$ cat src/hdl/lr_pkg.sv
// ----------------------------------------------------------------------------
// lr_pkg
// Types, widths and register codes of the line rasterizer.
// ----------------------------------------------------------------------------
package lr_pkg;

    // coordinate and datapath widths
    localparam int COORD_WIDTH     = 12;
    localparam int DELTA_WIDTH     = COORD_WIDTH + 1;
    localparam int ERR_WIDTH       = COORD_WIDTH + 3;
    localparam int ADDR_WIDTH      = 32;
    localparam int PITCH_WIDTH     = 16;
    localparam int BPP_WIDTH       = 4;
    localparam int COLOR_WIDTH     = 32;
    localparam int ROW_PROD_WIDTH  = COORD_WIDTH + PITCH_WIDTH + 1;
    localparam int COL_PROD_WIDTH  = COORD_WIDTH + BPP_WIDTH + 1;

    // configuration port
    localparam int CFG_INDEX_WIDTH = 2;
    localparam int CFG_DATA_WIDTH  = 32;

    localparam logic [CFG_INDEX_WIDTH-1:0] CFG_FRAME_BASE  = 2'd0;
    localparam logic [CFG_INDEX_WIDTH-1:0] CFG_ROW_PITCH   = 2'd1;
    localparam logic [CFG_INDEX_WIDTH-1:0] CFG_PIXEL_BYTES = 2'd2;
    localparam logic [CFG_INDEX_WIDTH-1:0] CFG_DRAW_COLOR  = 2'd3;

    localparam logic [ADDR_WIDTH-1:0]  RST_FRAME_BASE  = 32'h0000_0000;
    localparam logic [PITCH_WIDTH-1:0] RST_ROW_PITCH   = 16'd6400;
    localparam logic [BPP_WIDTH-1:0]   RST_PIXEL_BYTES = 4'd4;
    localparam logic [COLOR_WIDTH-1:0] RST_DRAW_COLOR  = 32'h00FF_00FF;

    // command queue between front and back
    localparam int QUEUE_DEPTH = 4;
    localparam int QUEUE_AW    = 2;

    // operation codes
    localparam logic OP_LOAD = 1'b0;
    localparam logic OP_STEP = 1'b1;

    typedef struct packed {
        logic                          op;
        logic signed [COORD_WIDTH-1:0] start_x;
        logic signed [COORD_WIDTH-1:0] start_y;
        logic signed [COORD_WIDTH-1:0] end_x;
        logic signed [COORD_WIDTH-1:0] end_y;
    } in_item_t;

    typedef struct packed {
        logic signed [COORD_WIDTH-1:0] pixel_x;
        logic signed [COORD_WIDTH-1:0] pixel_y;
        logic [ADDR_WIDTH-1:0]         byte_address;
        logic [COLOR_WIDTH-1:0]        pixel_value;
        logic                          last_pixel;
    } out_item_t;

    // classified command, endpoints already ordered
    typedef struct packed {
        logic                          op;
        logic                          steep;
        logic                          down;
        logic signed [COORD_WIDTH-1:0] first_x;
        logic signed [COORD_WIDTH-1:0] first_y;
        logic signed [COORD_WIDTH-1:0] stop_major;
        logic [DELTA_WIDTH-1:0]        delta_major;
        logic [DELTA_WIDTH-1:0]        delta_minor;
    } cmd_t;

    // pixel coordinates from the stepper
    typedef struct packed {
        logic signed [COORD_WIDTH-1:0] x;
        logic signed [COORD_WIDTH-1:0] y;
        logic                          last;
    } pix_t;

    // configuration seen by the address unit
    typedef struct packed {
        logic [ADDR_WIDTH-1:0]  frame_base;
        logic [PITCH_WIDTH-1:0] row_pitch;
        logic [BPP_WIDTH-1:0]   pixel_bytes;
        logic [COLOR_WIDTH-1:0] draw_color;
    } cfg_t;

    // queue status toward the stepper
    typedef struct packed {
        logic empty;
        logic full;
    } queue_status_t;

endpackage

$ cat src/hdl/lr_front.sv
// ----------------------------------------------------------------------------
// lr_front
// Accepts input items and classifies line loads into queue commands.
// ----------------------------------------------------------------------------
module lr_front (
    input  logic             s_valid,
    output logic             s_ready,
    input  lr_pkg::in_item_t s_item,
    input  logic             queue_full,
    output logic             push,
    output lr_pkg::cmd_t     cmd
);

    logic signed [lr_pkg::COORD_WIDTH-1:0] x0;
    logic signed [lr_pkg::COORD_WIDTH-1:0] y0;
    logic signed [lr_pkg::COORD_WIDTH-1:0] x1;
    logic signed [lr_pkg::COORD_WIDTH-1:0] y1;
    logic [lr_pkg::DELTA_WIDTH-1:0]        dx;
    logic [lr_pkg::DELTA_WIDTH-1:0]        dy;
    logic [lr_pkg::DELTA_WIDTH-1:0]        ady;
    logic                                  down;
    logic                                  steep;

    // accept whenever the queue has room
    assign s_ready = !queue_full;
    assign push    = s_valid && !queue_full;

    // order endpoints so x rises
    always_comb begin
        if (s_item.start_x > s_item.end_x) begin
            x0 = s_item.end_x;
            y0 = s_item.end_y;
            x1 = s_item.start_x;
            y1 = s_item.start_y;
        end else begin
            x0 = s_item.start_x;
            y0 = s_item.start_y;
            x1 = s_item.end_x;
            y1 = s_item.end_y;
        end
    end

    // spans and shallow/steep class
    always_comb begin
        dx    = {x1[lr_pkg::COORD_WIDTH-1], x1} - {x0[lr_pkg::COORD_WIDTH-1], x0};
        dy    = {y1[lr_pkg::COORD_WIDTH-1], y1} - {y0[lr_pkg::COORD_WIDTH-1], y0};
        down  = dy[lr_pkg::DELTA_WIDTH-1];
        ady   = down ? (~dy + 1'b1) : dy;
        steep = ady > dx;
    end

    // command record
    always_comb begin
        cmd.op          = s_item.op;
        cmd.steep       = steep;
        cmd.down        = down;
        cmd.first_x     = x0;
        cmd.first_y     = y0;
        cmd.stop_major  = steep ? y1 : x1;
        cmd.delta_major = steep ? ady : dx;
        cmd.delta_minor = steep ? dx : ady;
    end

endmodule

$ cat src/hdl/lr_queue.sv
// ----------------------------------------------------------------------------
// lr_queue
// Short command queue between the front and the stepper.
// ----------------------------------------------------------------------------
module lr_queue (
    input  logic                  aclk,
    input  logic                  aresetn,
    input  logic                  push,
    input  lr_pkg::cmd_t          wdata,
    input  logic                  pop,
    output lr_pkg::cmd_t          rdata,
    output lr_pkg::queue_status_t status
);

    lr_pkg::cmd_t                  entry_reg [lr_pkg::QUEUE_DEPTH];
    logic [lr_pkg::QUEUE_AW-1:0]   wptr_reg;
    logic [lr_pkg::QUEUE_AW-1:0]   wptr_next;
    logic [lr_pkg::QUEUE_AW-1:0]   rptr_reg;
    logic [lr_pkg::QUEUE_AW-1:0]   rptr_next;
    logic [lr_pkg::QUEUE_AW:0]     count_reg;
    logic [lr_pkg::QUEUE_AW:0]     count_next;
    logic                          do_push;
    logic                          do_pop;

    assign status.empty = (count_reg == '0);
    assign status.full  = (count_reg == (lr_pkg::QUEUE_AW+1)'(lr_pkg::QUEUE_DEPTH));
    assign do_push      = push && !status.full;
    assign do_pop       = pop && !status.empty;
    assign rdata        = entry_reg[rptr_reg];

    // pointer and count update
    always_comb begin
        wptr_next  = do_push ? wptr_reg + 1'b1 : wptr_reg;
        rptr_next  = do_pop ? rptr_reg + 1'b1 : rptr_reg;
        count_next = count_reg;
        if (do_push && !do_pop) begin
            count_next = count_reg + 1'b1;
        end else if (do_pop && !do_push) begin
            count_next = count_reg - 1'b1;
        end
    end

    always_ff @(posedge aclk) begin
        if (!aresetn) begin
            wptr_reg  <= '0;
            rptr_reg  <= '0;
            count_reg <= '0;
        end else begin
            wptr_reg  <= wptr_next;
            rptr_reg  <= rptr_next;
            count_reg <= count_next;
        end
    end

    // entry storage
    always_ff @(posedge aclk) begin
        if (do_push) begin
            entry_reg[wptr_reg] <= wdata;
        end
    end

endmodule

$ cat src/hdl/lr_back.sv
// ----------------------------------------------------------------------------
// lr_back
// Bresenham stepper: holds the active line and issues one pixel per step.
// ----------------------------------------------------------------------------
module lr_back (
    input  logic                  aclk,
    input  logic                  aresetn,
    input  lr_pkg::queue_status_t q_status,
    input  lr_pkg::cmd_t          q_cmd,
    output logic                  q_pop,
    output logic                  pix_valid,
    input  logic                  pix_ready,
    output lr_pkg::pix_t          pix
);

    logic                                  active_reg;
    logic                                  active_next;
    logic                                  steep_reg;
    logic                                  steep_next;
    logic                                  down_reg;
    logic                                  down_next;
    logic signed [lr_pkg::COORD_WIDTH-1:0] cur_x_reg;
    logic signed [lr_pkg::COORD_WIDTH-1:0] cur_x_next;
    logic signed [lr_pkg::COORD_WIDTH-1:0] cur_y_reg;
    logic signed [lr_pkg::COORD_WIDTH-1:0] cur_y_next;
    logic signed [lr_pkg::COORD_WIDTH-1:0] stop_reg;
    logic signed [lr_pkg::COORD_WIDTH-1:0] stop_next;
    logic [lr_pkg::DELTA_WIDTH-1:0]        dmaj_reg;
    logic [lr_pkg::DELTA_WIDTH-1:0]        dmaj_next;
    logic [lr_pkg::DELTA_WIDTH-1:0]        dmin_reg;
    logic [lr_pkg::DELTA_WIDTH-1:0]        dmin_next;
    logic [lr_pkg::ERR_WIDTH-1:0]          err_reg;
    logic [lr_pkg::ERR_WIDTH-1:0]          err_next;

    logic                                  is_load;
    logic                                  emit;
    logic                                  last;
    logic                                  minor_move;
    logic [lr_pkg::ERR_WIDTH-1:0]          err_sum;
    logic [lr_pkg::ERR_WIDTH-1:0]          two_maj;
    logic signed [lr_pkg::COORD_WIDTH-1:0] ystep_y;

    // head decode and pop
    assign is_load   = (q_cmd.op == lr_pkg::OP_LOAD);
    assign emit      = !q_status.empty && !is_load && active_reg;
    assign q_pop     = !q_status.empty && (is_load || !active_reg || pix_ready);
    assign pix_valid = emit;

    // pixel at the current position
    assign last     = steep_reg ? (cur_y_reg == stop_reg) : (cur_x_reg == stop_reg);
    assign pix.x    = cur_x_reg;
    assign pix.y    = cur_y_reg;
    assign pix.last = last;

    // error term update
    always_comb begin
        err_sum    = err_reg + {1'b0, dmin_reg, 1'b0};
        two_maj    = {1'b0, dmaj_reg, 1'b0};
        minor_move = err_sum >= two_maj;
        ystep_y    = down_reg ? cur_y_reg - 1'b1 : cur_y_reg + 1'b1;
    end

    // next line state
    always_comb begin
        active_next = active_reg;
        steep_next  = steep_reg;
        down_next   = down_reg;
        cur_x_next  = cur_x_reg;
        cur_y_next  = cur_y_reg;
        stop_next   = stop_reg;
        dmaj_next   = dmaj_reg;
        dmin_next   = dmin_reg;
        err_next    = err_reg;
        if (q_pop && is_load) begin
            active_next = 1'b1;
            steep_next  = q_cmd.steep;
            down_next   = q_cmd.down;
            cur_x_next  = q_cmd.first_x;
            cur_y_next  = q_cmd.first_y;
            stop_next   = q_cmd.stop_major;
            dmaj_next   = q_cmd.delta_major;
            dmin_next   = q_cmd.delta_minor;
            err_next    = '0;
        end else if (q_pop && emit) begin
            if (last) begin
                active_next = 1'b0;
            end else begin
                err_next = minor_move ? err_sum - two_maj : err_sum;
                if (steep_reg) begin
                    cur_y_next = ystep_y;
                    if (minor_move) begin
                        cur_x_next = cur_x_reg + 1'b1;
                    end
                end else begin
                    cur_x_next = cur_x_reg + 1'b1;
                    if (minor_move) begin
                        cur_y_next = ystep_y;
                    end
                end
            end
        end
    end

    always_ff @(posedge aclk) begin
        if (!aresetn) begin
            active_reg <= 1'b0;
            steep_reg  <= 1'b0;
            down_reg   <= 1'b0;
            cur_x_reg  <= '0;
            cur_y_reg  <= '0;
            stop_reg   <= '0;
            dmaj_reg   <= '0;
            dmin_reg   <= '0;
            err_reg    <= '0;
        end else begin
            active_reg <= active_next;
            steep_reg  <= steep_next;
            down_reg   <= down_next;
            cur_x_reg  <= cur_x_next;
            cur_y_reg  <= cur_y_next;
            stop_reg   <= stop_next;
            dmaj_reg   <= dmaj_next;
            dmin_reg   <= dmin_next;
            err_reg    <= err_next;
        end
    end

endmodule

$ cat src/hdl/lr_addr.sv
// ----------------------------------------------------------------------------
// lr_addr
// Two-stage framebuffer address pipeline ending in the output register.
// ----------------------------------------------------------------------------
module lr_addr (
    input  logic              aclk,
    input  logic              aresetn,
    input  logic              pix_valid,
    output logic              pix_ready,
    input  lr_pkg::pix_t      pix,
    input  lr_pkg::cfg_t      cfg,
    output logic              m_valid,
    input  logic              m_ready,
    output lr_pkg::out_item_t m_item
);

    logic signed [lr_pkg::ROW_PROD_WIDTH-1:0] row_prod;
    logic signed [lr_pkg::COL_PROD_WIDTH-1:0] col_prod;

    logic                          s1_valid_reg;
    logic                          s1_valid_next;
    lr_pkg::pix_t                  s1_pix_reg;
    logic [lr_pkg::ADDR_WIDTH-1:0] s1_row_reg;
    logic [lr_pkg::ADDR_WIDTH-1:0] s1_col_reg;
    logic                          out_valid_reg;
    logic                          out_valid_next;
    lr_pkg::out_item_t             out_item_reg;
    logic                          s2_en;
    logic                          s1_en;

    // stage enables
    assign s2_en     = !out_valid_reg || m_ready;
    assign s1_en     = !s1_valid_reg || s2_en;
    assign pix_ready = s1_en;
    assign m_valid   = out_valid_reg;
    assign m_item    = out_item_reg;

    // row and column products, signed coordinate times unsigned factor
    assign row_prod = pix.y * $signed({1'b0, cfg.row_pitch});
    assign col_prod = pix.x * $signed({1'b0, cfg.pixel_bytes});

    always_comb begin
        s1_valid_next  = s1_en ? pix_valid : s1_valid_reg;
        out_valid_next = s2_en ? s1_valid_reg : out_valid_reg;
    end

    always_ff @(posedge aclk) begin
        if (!aresetn) begin
            s1_valid_reg  <= 1'b0;
            out_valid_reg <= 1'b0;
        end else begin
            s1_valid_reg  <= s1_valid_next;
            out_valid_reg <= out_valid_next;
        end
    end

    // product stage
    always_ff @(posedge aclk) begin
        if (s1_en && pix_valid) begin
            s1_pix_reg <= pix;
            s1_row_reg <= lr_pkg::ADDR_WIDTH'(row_prod);
            s1_col_reg <= lr_pkg::ADDR_WIDTH'(col_prod);
        end
    end

    // address sum into the output register
    always_ff @(posedge aclk) begin
        if (s2_en && s1_valid_reg) begin
            out_item_reg.pixel_x      <= s1_pix_reg.x;
            out_item_reg.pixel_y      <= s1_pix_reg.y;
            out_item_reg.byte_address <= cfg.frame_base + s1_row_reg + s1_col_reg;
            out_item_reg.pixel_value  <= cfg.draw_color;
            out_item_reg.last_pixel   <= s1_pix_reg.last;
        end
    end

endmodule

$ cat src/hdl/line_rasterizer.sv
// A step transfer's pixel reaches m_valid via the product stage and the output register.
// Throughput: one item per cycle; the stepper's error add and compare sets one pixel a cycle
// unless pix_ready is low. Loads and steps with no active line use a queue slot, no output.
// Reset: synchronous, active low; clears the queue, line state and pipeline valids, and
// returns the configuration registers to their defaults.
// ----------------------------------------------------------------------------
// line_rasterizer
// Bresenham line stepper with framebuffer byte addressing.
// ----------------------------------------------------------------------------
module line_rasterizer (
    input  logic                                aclk,
    input  logic                                aresetn,
    input  logic                                s_valid,
    output logic                                s_ready,
    input  lr_pkg::in_item_t                    s_item,
    output logic                                m_valid,
    input  logic                                m_ready,
    output lr_pkg::out_item_t                   m_item,
    input  logic                                cfg_we,
    input  logic [lr_pkg::CFG_INDEX_WIDTH-1:0]  cfg_index,
    input  logic [lr_pkg::CFG_DATA_WIDTH-1:0]   cfg_wdata
);

    lr_pkg::cfg_t          cfg_reg;
    lr_pkg::cfg_t          cfg_next;
    logic                  push;
    lr_pkg::cmd_t          front_cmd;
    lr_pkg::cmd_t          head_cmd;
    logic                  pop;
    lr_pkg::queue_status_t q_status;
    logic                  pix_valid;
    logic                  pix_ready;
    lr_pkg::pix_t          pix;

    // configuration register writes
    always_comb begin
        cfg_next = cfg_reg;
        if (cfg_we) begin
            unique case (cfg_index)
                lr_pkg::CFG_FRAME_BASE: begin
                    cfg_next.frame_base = cfg_wdata[lr_pkg::ADDR_WIDTH-1:0];
                end
                lr_pkg::CFG_ROW_PITCH: begin
                    cfg_next.row_pitch = cfg_wdata[lr_pkg::PITCH_WIDTH-1:0];
                end
                lr_pkg::CFG_PIXEL_BYTES: begin
                    cfg_next.pixel_bytes = cfg_wdata[lr_pkg::BPP_WIDTH-1:0];
                end
                lr_pkg::CFG_DRAW_COLOR: begin
                    cfg_next.draw_color = cfg_wdata[lr_pkg::COLOR_WIDTH-1:0];
                end
                default: begin
                    cfg_next = cfg_reg;
                end
            endcase
        end
    end

    always_ff @(posedge aclk) begin
        if (!aresetn) begin
            cfg_reg.frame_base  <= lr_pkg::RST_FRAME_BASE;
            cfg_reg.row_pitch   <= lr_pkg::RST_ROW_PITCH;
            cfg_reg.pixel_bytes <= lr_pkg::RST_PIXEL_BYTES;
            cfg_reg.draw_color  <= lr_pkg::RST_DRAW_COLOR;
        end else begin
            cfg_reg <= cfg_next;
        end
    end

    // input side
    lr_front u_front (
        .s_valid    (s_valid),
        .s_ready    (s_ready),
        .s_item     (s_item),
        .queue_full (q_status.full),
        .push       (push),
        .cmd        (front_cmd)
    );

    // command queue
    lr_queue u_queue (
        .aclk    (aclk),
        .aresetn (aresetn),
        .push    (push),
        .wdata   (front_cmd),
        .pop     (pop),
        .rdata   (head_cmd),
        .status  (q_status)
    );

    // line stepper
    lr_back u_back (
        .aclk      (aclk),
        .aresetn   (aresetn),
        .q_status  (q_status),
        .q_cmd     (head_cmd),
        .q_pop     (pop),
        .pix_valid (pix_valid),
        .pix_ready (pix_ready),
        .pix       (pix)
    );

    // address pipeline and output register
    lr_addr u_addr (
        .aclk      (aclk),
        .aresetn   (aresetn),
        .pix_valid (pix_valid),
        .pix_ready (pix_ready),
        .pix       (pix),
        .cfg       (cfg_reg),
        .m_valid   (m_valid),
        .m_ready   (m_ready),
        .m_item    (m_item)
    );

endmodule

$ cat config.mk
export PLATFORM = sky130hd
export DESIGN_NAME = line_rasterizer
export DESIGN_NICKNAME = d
export VERILOG_FILES = /design/src/hdl/lr_pkg.sv /design/src/hdl/lr_front.sv /design/src/hdl/lr_queue.sv /design/src/hdl/lr_back.sv /design/src/hdl/lr_addr.sv /design/src/hdl/line_rasterizer.sv
export SDC_FILE = /design/constraint.sdc
export NUM_CORES = 2
export LEC_CHECK = 0
export BUFFER_PORTS_ARGS = -buffer_cell sky130_fd_sc_hd__buf_2
export CORE_MARGIN = 2
export CORE_UTILIZATION = 28
export CTS_CLUSTER_DIAMETER = 200
export DETAILED_ROUTE_END_ITERATION = 12
export GPL_TIMING_DRIVEN = 0
export SETUP_SLACK_MARGIN = 0.1
export SLEW_MARGIN = 20
export SYNTH_ARGS = -nofsm -noshare
export SYNTH_HDL_FRONTEND = slang
export SYNTH_HIERARCHICAL = 1
export SYNTH_SLANG_ARGS = --single-unit
$ cat constraint.sdc
create_clock -name aclk -period 19.3 [get_ports aclk]
set_clock_uncertainty 0.15 [all_clocks]
set_input_delay 0.965 -clock aclk [delete_from_list [all_inputs] [get_ports aclk]]
set_output_delay 0.965 -clock aclk [all_outputs]
set_load 0.03 [all_outputs]
==> flow_summary.ini <==
[yosys]
yosys_most_used_dff = edfxtp_1
syn_area_um2 = 37500
synth_top_cell_area_share = 0.336
syn_inst = 3395
synth_edf_count = 420
syn_area_per_cell_um2 = 11.0
async_reset_ff_frac = 0
ys_ff_latch = 594
synthesis.nets = 3901
synth_warnings = 6
synth_cell_type_count = 104
synth_sequential_area_ratio = 0.429
synth_area_leader_cell = edfxtp_1
synth_area_leaders = edfxtp_1 34%, fa_1 11%, dfxtp_1 9.3%

[setup_path]
cp_max_fo = 13
end_kind = flip-flop
path_buf_inv = 13
startpoint_type = primary input
r2r-start = u_back/cur_y_reg[11]
startpoint = s_item[19]
worst_path_most_repeated_cell = buf_2
crit_family = buffers and inverters
required_ns = 19.55
crit_path_top_delay_cell = a21oi_1
slowest_delay_ns = 0.51
arrival_ns = 10.01
worst-setup-path-type = primary input to flip-flop

[timing]
worstMarginPinSlew_ns = 1.03
timing.final.crit_period_ns = 9.76
finalSetupViolations = 0
maxSlewHeadroom = 0.305
clock.fmax_ghz = 0.102
fin_crit_sh = 0.506
fin_tns_setup_ns = 0
rsz0062_at_grt = no
hold_viol = 0
report.final.slew_viol_count = 0

[routing]
dr.pass1.iters = 7
post_drt_via_cell_ratio = 4.80
vias = 26200
drcViolationCount = 0
drt_iter0_drc = 1936
ant_nets = 0
wire_per_inst_um = 18.3
wl_um = 100000

[clock_tree]
clk_pin_slew_ns = 0.06
ctsResizeCount = 0
cts_setup_buffers = 0
cts_tree = built
cts_buffers = 61
cts_buffer_depth = 3
cts_num_sinks = 594
htreeDepth = 2
clk_latency_ns = 0.66
holdBufCountCts = 0
clockRootBuffer = clkbuf_16

[power]
leakagePower_nw = 17.1
vdd_drop_max_v = 0.000101
powerDensity_nw_per_um2 = 138

[die]
dieHeight_um = 370
core_area_um2 = 133000
initial_core_util = 0.282
rows = 134
die-area_um2 = 137000
io-pin-count = 179
dieWidth_um = 370

[hold_path]
min_from = cfg_reg[31]
hold_path_class = flip-flop to flip-flop

[place]
portBuffers = 175
place_congestion = 0.948
dp_hpwl_um = 78400

[grt]
grt_max_degree = 54
grt_pass1_vias = 25900
grt_pass1_wl_um = 154000
grt.total_usage = 0.144
grt-ovfl-total = 0
top_usage_layer = met2
antenna_found_initial = 5
met3_usage = 0.0208
grt.met1_usage = 0.200
use_met2 = 0.235

[finish]
drive_above_1_share = 0.127
mostFrequentLayoutCell = nand2_1
fillers = 13600
largest_reg_flops = 260
synthToLayoutAreaGrowth_pct = 14.4
final_core_util = 0.322
final_cell_mix = 455 x nand2_1, 420 x edfxtp_1, 357 x inv_1, 216 x ha_1, 209 x buf_2
finalNetCount = 4148

[run]
drv_cap = 0

[run_status]
status = finished, final reports clean
## synthesized netlist by cell type (44+ instances only)
library cell / instances
inv_1: 357
edfxtp_1: 420
ha_1: 216
o21ai_0: 102
mux2i_1: 116
nor2_1: 138
nand2_1: 455
mux4_2: 65
and2_1: 122
xor2_1: 44
clkbuf_1: 89
xnor2_1: 104
fa_1: 202
a21oi_1: 172
dfxtp_1: 174
## final cells by class
| type | count | area (um2) | share of cell area |
|---|---|---|---|
| inverters | 358 | 1340 | 0.0313 |
| plain buffers | 151 | 827 | 0.0193 |
| multi-input cells | 2292 | 19200 | 0.448 |
| repair buffers | 184 | 1100 | 0.0257 |
| clock buffers | 79 | 1660 | 0.0386 |
| well taps | 1768 | 2210 | 0.0516 |
| diodes | 1 | 2.50 | 0.0000583 |
| clock inverters | 37 | 420 | 0.00980 |
| flip-flops and latches | 594 | 16100 | 0.375 |
## through the flow
step | cell area [um2] | hold WS, ns | power, mW | std cells | setup WS [ns]
global placement | 40600 | 0.253 | 4.69 | 5338 | 9.16
global route | 42900 | 0.272 | 6.34 | 5463 | 8.90
detailed placement | 40800 | 0.255 | 4.73 | 5347 | 9.08
floorplan | 37500 | 0.250 | 3.91 | 3395 | 11.56
finish | 42900 | 0.259 | 5.92 | 5464 | 9.54
CTS | 42900 | 0.248 | 5.97 | 5463 | 9.76
## where the power goes
group	internal, mW	switching (mW)	leakage [nW]
clock network	0.705	0.511	1.01
logic	1.11	1.72	10.8
registers	1.71	0.170	5.26
## per-layer routing
metal  vias up  wire length, um  part of all wire
li1      12300                -                 -
met1     12900            45400              0.45
met2       845            46200              0.46
met3       156             6190             0.062
met4         4             2370             0.024
met5         -               31           0.00031
## final timing paths
kind | end | slack (ns) | cells after the start
worst min-delay path | u_addr/m_item[32] | 0.26 | 0
worst max-delay path | u_queue/entry_reg[3][5] | 9.54 | 39
worst max register to register | u_addr/s1_row_reg[27] | 12.38 | 19
worst min register to register | u_addr/m_item[32] | 0.26 | 0
## worst register-to-register path, cell delays in order, from the launching register on
cell and delay, ns:
dfxtp_1 0.86, inv_1 0.20, clkbuf_1 0.34, nor2_1 0.25
fa_1 0.44, fa_1 0.53, fa_1 0.54, fa_1 0.55
inv_1 0.05, fa_1 0.53, inv_1 0.04, ha_1 0.37
a21o_1 0.22, a21o_2 0.21, a21o_1 0.23, a2111oi_2 0.35
or3_1 0.20, o2111ai_1 0.20, and2_1 0.22, o311ai_1 0.25
## logic make-up (layout without fill, tap and decap cells)
family | count (synthesis) | after routing | share of synthesized area
buffers and inverters | 509 | 809 | 0.0579
DFF | 594 | 594 | 0.429
adders and majority gates | 426 | 426 | 0.182
xor gates and xnor gates | 151 | 151 | 0.0362
AOI/OAI and AO/OA | 563 | 563 | 0.101
other | 0 | 1 | 0
and+or+nand+nor | 966 | 966 | 0.122
muxes | 186 | 186 | 0.0716
Note: power is estimated with default switching activity, not from simulation.
